**config.mk**
```make
export PLATFORM = sky130hd
export DESIGN_NAME = matrix_multiply_4x4
export DESIGN_NICKNAME = d
export VERILOG_FILES = /design/src/design/mm4_pkg.sv /design/src/design/matrix_multiply_4x4.sv
export SDC_FILE = /design/constraint.sdc
export NUM_CORES = 2
export LEC_CHECK = 0
export ABC_CLOCK_PERIOD_IN_PS = 9900
export BUFFER_PORTS_ARGS = -buffer_cell sky130_fd_sc_hd__buf_4
export CAP_MARGIN = 20
export CORE_ASPECT_RATIO = 1.2
export CORE_MARGIN = 2
export CORE_UTILIZATION = 65
export CTS_CLUSTER_DIAMETER = 40
export DETAILED_ROUTE_END_ITERATION = 6
export PLACE_DENSITY = 0.88
export RECOVER_POWER = 100
export SLEW_MARGIN = 20
export SYNTH_ARGS = -nofsm -noshare
export SYNTH_HDL_FRONTEND = slang
export SYNTH_SLANG_ARGS = --single-unit
export TNS_END_PERCENT = 5
```
**constraint.sdc**
```tcl
create_clock -name clk -period 9.9 [get_ports clk]
set_input_delay 1.98 -clock clk [delete_from_list [all_inputs] [get_ports clk]]
set_output_delay 1.98 -clock clk [all_outputs]
set_load 0.005 [all_outputs]
```
**src/design/mm4_pkg.sv**
```systemverilog
// Shared constants for the 4x4 fixed-point matrix multiplier.
`default_nettype none
package mm4_pkg;
    localparam int DATA_W      = 32;  // Q16.16 element width
    localparam int FRAC_W      = 16;  // fractional bits
    localparam int OUT_IDX_W   = 2;   // width of c_row / c_col
    localparam int DIM_DEFAULT = 4;   // matrix dimension
endpackage : mm4_pkg
`default_nettype wire

```
**src/design/matrix_multiply_4x4.sv**
```systemverilog
// DIM x DIM signed Q16.16 matrix multiplier with memory-backed operand stores.
// Loads: one transaction per cycle while busy is low; element i of A and B goes to entry i.
// After the final load, busy rises and the single MAC walks every row, col and k step.
// Each result strobes valid once its last k step has passed the read, product and accumulate stages.
// A 4x4 product therefore needs 16 loads before compute starts.
// Reset (rst_n low, async) clears the load counter, sequencer and valid flags; stores hold old data.
`default_nettype none
module matrix_multiply_4x4
    import mm4_pkg::*;
#(
    parameter int DIM = DIM_DEFAULT
) (
    input  wire logic                     clk,
    input  wire logic                     rst_n,
    input  wire logic                     start,
    output logic                          busy,
    input  wire logic signed [DATA_W-1:0] a_value,
    input  wire logic signed [DATA_W-1:0] b_value,
    output logic                          valid,
    output logic signed [DATA_W-1:0]      c_value,
    output logic [OUT_IDX_W-1:0]          c_row,
    output logic [OUT_IDX_W-1:0]          c_col,
    output logic                          last
);
    localparam int CELLS  = DIM * DIM;
    localparam int ADDR_W = $clog2(CELLS);
    localparam int IDX_W  = $clog2(DIM);
    localparam int PROD_W = 2 * DATA_W;
    localparam int EXT_W  = $clog2(DIM);          // growth of a DIM-term sum
    localparam int ACC_W  = PROD_W + EXT_W;
    localparam int SH_W   = ACC_W - FRAC_W;       // width after dropping fraction
    localparam logic [ADDR_W-1:0] LAST_CELL = ADDR_W'(CELLS - 1);
    localparam logic [IDX_W-1:0]  LAST_IDX  = IDX_W'(DIM - 1);
    localparam logic [DATA_W-1:0] SAT_POS   = {1'b0, {(DATA_W-1){1'b1}}};
    localparam logic [DATA_W-1:0] SAT_NEG   = {1'b1, {(DATA_W-1){1'b0}}};

    // Operand stores: one write port (load), one read port (compute) each
    logic [DATA_W-1:0] a_mem [CELLS];
    logic [DATA_W-1:0] b_mem [CELLS];

    logic              load_fire;
    logic [ADDR_W-1:0] load_cnt_reg, load_cnt_next;

    // Sequencer: row / col / k walk every MAC step
    logic              run_reg, run_next;
    logic [IDX_W-1:0]  row_reg, row_next;
    logic [IDX_W-1:0]  col_reg, col_next;
    logic [IDX_W-1:0]  k_reg, k_next;
    logic [ADDR_W-1:0] a_addr, b_addr;

    // Stage 1: read data
    logic                     s1_v_reg;
    logic                     s1_first_reg, s1_last_reg;
    logic [IDX_W-1:0]         s1_row_reg, s1_col_reg;
    logic signed [DATA_W-1:0] rd_a_reg, rd_b_reg;

    // Stage 2: product
    logic                     s2_v_reg;
    logic                     s2_first_reg, s2_last_reg;
    logic [IDX_W-1:0]         s2_row_reg, s2_col_reg;
    logic signed [PROD_W-1:0] prod_reg;

    // Stage 3: accumulate, floor, saturate
    logic [ACC_W-1:0]  acc_reg, acc_next;
    logic [ACC_W-1:0]  acc_base;
    logic [SH_W-1:0]   sh;
    logic              fits;
    logic [DATA_W-1:0] sat_val;

    logic                     valid_reg;
    logic [DATA_W-1:0]        c_value_reg;
    logic [OUT_IDX_W-1:0]     c_row_reg, c_col_reg;
    logic                     last_reg;

    assign busy      = run_reg | s1_v_reg | s2_v_reg;
    assign load_fire = start & ~busy;

    // ---------------- load path ----------------
    always_comb
    begin
        load_cnt_next = load_cnt_reg;
        if (load_fire)
        begin
            if (load_cnt_reg == LAST_CELL)
                load_cnt_next = '0;
            else
                load_cnt_next = load_cnt_reg + ADDR_W'(1);
        end
    end

    always_ff @(posedge clk)
    begin
        if (load_fire)
        begin
            a_mem[load_cnt_reg] <= a_value;
            b_mem[load_cnt_reg] <= b_value;
        end
    end

    // ---------------- sequencer ----------------
    // A[row][k] and B[k][col]; products fit since both are below CELLS
    assign a_addr = ADDR_W'(row_reg) * ADDR_W'(DIM) + ADDR_W'(k_reg);
    assign b_addr = ADDR_W'(k_reg) * ADDR_W'(DIM) + ADDR_W'(col_reg);

    always_comb
    begin
        run_next = run_reg;
        row_next = row_reg;
        col_next = col_reg;
        k_next   = k_reg;
        if (run_reg)
        begin
            if (k_reg != LAST_IDX)
                k_next = k_reg + IDX_W'(1);
            else
            begin
                k_next = '0;
                if (col_reg != LAST_IDX)
                    col_next = col_reg + IDX_W'(1);
                else
                begin
                    col_next = '0;
                    if (row_reg != LAST_IDX)
                        row_next = row_reg + IDX_W'(1);
                    else
                    begin
                        row_next = '0;
                        run_next = 1'b0;
                    end
                end
            end
        end
        else if (load_fire && load_cnt_reg == LAST_CELL)
            run_next = 1'b1;
    end

    // synchronous read into rd_a_reg / rd_b_reg
    always_ff @(posedge clk)
    begin
        if (run_reg)
        begin
            rd_a_reg <= a_mem[a_addr];
            rd_b_reg <= b_mem[b_addr];
        end
    end

    // ---------------- accumulate ----------------
    assign acc_base = s2_first_reg ? '0 : acc_reg;
    assign acc_next = acc_base + {{EXT_W{prod_reg[PROD_W-1]}}, prod_reg};
    // arithmetic drop of the fraction is floor toward minus infinity
    assign sh       = acc_next[ACC_W-1:FRAC_W];
    assign fits     = (&sh[SH_W-1:DATA_W-1]) | ~(|sh[SH_W-1:DATA_W-1]);
    assign sat_val  = fits ? sh[DATA_W-1:0] : (sh[SH_W-1] ? SAT_NEG : SAT_POS);

    // ---------------- control registers ----------------
    always_ff @(posedge clk or negedge rst_n)
    begin
        if (!rst_n)
        begin
            load_cnt_reg <= '0;
            run_reg      <= 1'b0;
            row_reg      <= '0;
            col_reg      <= '0;
            k_reg        <= '0;
            s1_v_reg     <= 1'b0;
            s2_v_reg     <= 1'b0;
            valid_reg    <= 1'b0;
        end
        else
        begin
            load_cnt_reg <= load_cnt_next;
            run_reg      <= run_next;
            row_reg      <= row_next;
            col_reg      <= col_next;
            k_reg        <= k_next;
            s1_v_reg     <= run_reg;
            s2_v_reg     <= s1_v_reg;
            valid_reg    <= s2_v_reg & s2_last_reg;
        end
    end

    // ---------------- payload registers ----------------
    always_ff @(posedge clk)
    begin
        s1_first_reg <= (k_reg == '0);
        s1_last_reg  <= (k_reg == LAST_IDX);
        s1_row_reg   <= row_reg;
        s1_col_reg   <= col_reg;

        s2_first_reg <= s1_first_reg;
        s2_last_reg  <= s1_last_reg;
        s2_row_reg   <= s1_row_reg;
        s2_col_reg   <= s1_col_reg;
        prod_reg     <= rd_a_reg * rd_b_reg;

        if (s2_v_reg)
            acc_reg <= acc_next;

        c_value_reg <= sat_val;
        c_row_reg   <= OUT_IDX_W'(s2_row_reg);
        c_col_reg   <= OUT_IDX_W'(s2_col_reg);
        last_reg    <= (s2_row_reg == LAST_IDX) && (s2_col_reg == LAST_IDX);
    end

    assign valid   = valid_reg;
    assign c_value = c_value_reg;
    assign c_row   = c_row_reg;
    assign c_col   = c_col_reg;
    assign last    = last_reg;

endmodule : matrix_multiply_4x4
`default_nettype wire
```
==> metrics.log <==
[metrics] status: finished, violations left
[metrics] violated checks: design-rule violations, max-capacitance violations, max-slew violations
[metrics] nets@finish: approximately 8000
[metrics] die span in x: roughly 340 um
[metrics] DR DRC count: 63
[metrics] non-filler instance count after layout: 8380
[metrics] global router's overall resource usage: a little under two fifths
[metrics] post-synthesis instance area: ~0.087 mm2
[metrics] share of the cycle needed by the critical path after routing: between 90% and 100%
[metrics] number of failing hold endpoints at the final stage: 0
[metrics] sort of element at the end of the critical path: flop
[metrics] crit path max-delay cell type: sky130_fd_sc_hd__edfxtp_1
[metrics] async set or reset register ratio after synthesis: 1.09%
[metrics] ANT nets after route: 0
[metrics] most used cells in the layout excluding fill and tap cells: 1154 x sky130_fd_sc_hd__edfxtp_1, 1083 x sky130_fd_sc_hd__fa_1, 1013 x sky130_fd_sc_hd__inv_1
[metrics] TritonCTS Buffers: between 100 and 150
[metrics] worst hold-check path type: reg2reg
[metrics] number of distinct standard cells referenced by the synthesized netlist: just under 100
[metrics] Yosys Warn Count: 0
[metrics] Synth Net Count: ~8000
[metrics] half-perimeter wire length of the detailed placement result: 153 mm
[metrics] number of top-level pins: around 110
[metrics] Min Clock Period, post-route: between 9 and 10 ns
[metrics] Buf/Inv on CP: 5
[metrics] number of setup violations in the final report: 0
[metrics] maximum single-stage delay on the critical path: 1.28 ns
[metrics] Starting Density: 65.3%
[metrics] Max Root-Sink Buffers: 3
[metrics] flops & latches, synth: around 1300
[metrics] Worst Clk Skew: ~0.054 ns
[metrics] wire length per cell: a little under 30 um
[metrics] post-detailed-placement cell area: 0.0897 mm2
[metrics] XOR/XNOR Fraction of Synth Area: approximately 1.3%
[metrics] Clk pin slew, worst setup/hold paths: 0.07 ns
[metrics] maximum clock frequency: 104 MHz
[metrics] TritonRoute pass-1 iters: 7
[metrics] final design instance area without fill: between 0.09 and 0.1 mm2
[metrics] H-tree level count: 4
[metrics] ys flop type: sky130_fd_sc_hd__edfxtp_1
[metrics] EDFF count, synth: around 1200
[metrics] Required @ worst endpoint: 10.62 ns
[metrics] synthesized-area fraction occupied by and/or/nand/nor cells: 9.37%
[metrics] most common cell type on the critical path: sky130_fd_sc_hd__fa_1
[metrics] area overhead of the layout relative to synthesis: 7.46%
[metrics] type of the setup path with the least slack: reg2reg
[metrics] endpoint arrival time on the critical path: between 10 and 15 ns
[metrics] worst relative slew slack: -204%
[metrics] final routed wirelength across all metal layers: ~250 mm
[metrics] TNS Setup: 0 ns
[metrics] via-per-instance ratio: 6.60
[metrics] insertion delay of the later-clocked pin in the worst-skew pair: a little over 0.8 ns
[metrics] Core Box Area: 0.133 mm2
[metrics] unrepaired setup endpoints after global routing: false
[metrics] DP Cell Count: between 8000 and 9000
[metrics] floorplan die height: between 400 and 500 um
[metrics] proportion of synthesized area in mux cells: 8.36%
[metrics] startpoint types: flop
[metrics] clock sink count: roughly 1300
[metrics] fin. max-slew vios: approximately 1700
[metrics] number of max-capacitance violations reported: between 40 and 50
[metrics] floorplan die area: 0.137 mm2
[metrics] Clk Tree Root Cell: sky130_fd_sc_hd__clkbuf_16
[metrics] Via Count: around 55000
[metrics] pin count of the biggest net entering global routing: 76
[metrics] Largest delay share family, worst path: adder cells
[metrics] CTS tree: done
[metrics] Cell Rows: 147
[metrics] Synth Area in Compound Gates: 3.69%
[metrics] initial DRC count: around 7400
[metrics] Adder-Cell Fraction of Synth Area: approximately 29%
[metrics] slew at the pin closest to its max-slew limit: 4.56 ns
[metrics] gate count of the mapped netlist: around 6400
[metrics] fraction of final layout cells sized beyond drive strength 1: a little over a tenth
[metrics] global-route wire length before repair: between 300 and 400 mm
[metrics] Max FO, Critical Path: 24
[metrics] # resized after CTS: 0
[metrics] count of port buffers added during placement: about 110
[metrics] most frequent standard cell in the layout excluding fill and tap cells: sky130_fd_sc_hd__edfxtp_1
[metrics] final weighted congestion in routability-driven placement: 1.01
[metrics] Syn Area/Cell: roughly 14 um2
[metrics] overflow left after global routing: 0
[metrics] # hold bufs at CTS: 0
[metrics] post-CTS repair timing setup buffer count: 0
[metrics] dominant combinational cell family by area after synthesis: adder cells
[metrics] number of antenna violations at the first check in global routing: 30
[metrics] fraction of the yosys area taken by sequential cells: 42.8%
[metrics] number of global-route vias before repair: 59800
[cells by family after synthesis]
kind of cell    Yosys count
simple gates           1544
compound gates          480
buf+inv                1347
flops                  1281
fa+ha+maj              1340
xor+xnor                126
mux                     327
[worst register-to-register path: stages, from the launching register on]
cell                        delay [ns]
sky130_fd_sc_hd__edfxtp_1         1.28
sky130_fd_sc_hd__nand2_1          0.28
sky130_fd_sc_hd__fa_1             0.61
sky130_fd_sc_hd__inv_1            0.08
sky130_fd_sc_hd__fa_1             0.51
sky130_fd_sc_hd__inv_1            0.06
sky130_fd_sc_hd__fa_1             0.50
sky130_fd_sc_hd__fa_1             0.50
sky130_fd_sc_hd__inv_1            0.04
sky130_fd_sc_hd__ha_1             0.27
sky130_fd_sc_hd__ha_1             0.27
sky130_fd_sc_hd__inv_1            0.05
sky130_fd_sc_hd__fa_1             0.48
sky130_fd_sc_hd__inv_1            0.05
sky130_fd_sc_hd__fa_1             0.45
sky130_fd_sc_hd__ha_1             0.39
sky130_fd_sc_hd__a21oi_1          0.15
sky130_fd_sc_hd__o21ai_0          0.20
sky130_fd_sc_hd__a2111oi_0        1.21
sky130_fd_sc_hd__nor3b_1          0.13
sky130_fd_sc_hd__o41a_1           0.54
sky130_fd_sc_hd__a21oi_1          0.31
sky130_fd_sc_hd__o21ai_0          0.23
sky130_fd_sc_hd__or4_1            0.51
sky130_fd_sc_hd__a31oi_4          0.22
sky130_fd_sc_hd__o21ai_0          0.12
sky130_fd_sc_hd__a31oi_1          0.14
[worst paths after layout]
check,from,endpoint,slack (ns),cells past startpoint
max in group asynchronous,rst_n,k_reg[1],7.99,1
worst max register to register,rd_a_reg[7],prod_reg[62],0.25,26
worst min register to register,s1_col_reg[0],s2_col_reg[0],0.34,0
worst min-delay path,s1_col_reg[0],s2_col_reg[0],0.34,0
min in group asynchronous,rst_n,valid,1.26,1
worst max-delay path,rd_a_reg[7],prod_reg[62],0.25,26
[layout make-up]
class,instances,area [um2]
repair buffers,219,1230
fillers,7836,39700
clock inverters,83,875
diodes,19,47.5
flip-flops and latches,1281,37300
inverters,1014,3810
clock buffers,159,3540
well taps,1788,2240
multi-input cells,3817,44600
[per-stage QoR]
step                      setup WS [ns]  hold WS (ns)  utilization (%)
after floorplan                    2.25         0.310                -
after global placement             1.35         0.311             67.3
after detailed placement           1.21         0.317             67.3
after CTS                          1.06         0.337             70.6
after global routing             0.0865         0.338             70.2
final                             0.248         0.339             70.2
[synthesized netlist by cell type, types with 19 or more instances]
cell | n | area [um2]
sky130_fd_sc_hd__a21o_1 | 56 | 420
sky130_fd_sc_hd__a21oi_1 | 137 | 686
sky130_fd_sc_hd__and2_1 | 536 | 3350
sky130_fd_sc_hd__buf_1 | 25 | 93.8
sky130_fd_sc_hd__buf_2 | 29 | 145
sky130_fd_sc_hd__clkbuf_1 | 269 | 1010
sky130_fd_sc_hd__dfxtp_1 | 113 | 2260
sky130_fd_sc_hd__edfxtp_1 | 1154 | 34700
sky130_fd_sc_hd__fa_1 | 1083 | 21700
sky130_fd_sc_hd__ha_1 | 257 | 3220
sky130_fd_sc_hd__inv_1 | 1013 | 3800
sky130_fd_sc_hd__mux4_2 | 320 | 7210
sky130_fd_sc_hd__nand2_1 | 586 | 2200
sky130_fd_sc_hd__nand2b_1 | 24 | 150
sky130_fd_sc_hd__nand3_1 | 35 | 175
sky130_fd_sc_hd__nand4_1 | 32 | 200
sky130_fd_sc_hd__nor2_1 | 95 | 357
sky130_fd_sc_hd__nor2b_1 | 103 | 644
sky130_fd_sc_hd__nor3_1 | 25 | 125
sky130_fd_sc_hd__nor3_2 | 31 | 310
sky130_fd_sc_hd__o21a_1 | 19 | 143
sky130_fd_sc_hd__o21ai_0 | 73 | 365
sky130_fd_sc_hd__o21ai_1 | 20 | 100
sky130_fd_sc_hd__o22ai_1 | 36 | 225
sky130_fd_sc_hd__xnor2_1 | 80 | 701
sky130_fd_sc_hd__xor2_1 | 43 | 377
[routing by layer]
| metal | part of all wire (%) | vias up | wire (um) | GRT usage (%) |
|---|---|---|---|---|
| met4 | 7.5 | 28 | 18700 | 23.2 |
| met5 | 0.087 | - | 215 | 0 |
| met3 | 13 | 1406 | 31300 | 11.8 |
| met1 | 33 | 27600 | 81000 | 44.2 |
| li1 | - | 21600 | - | - |
| met2 | 47 | 4732 | 117000 | 58.6 |
Power is left out: the tool's default activity adds up to more than one toggle a clock period on the data nets, which glitch-free logic cannot reach.
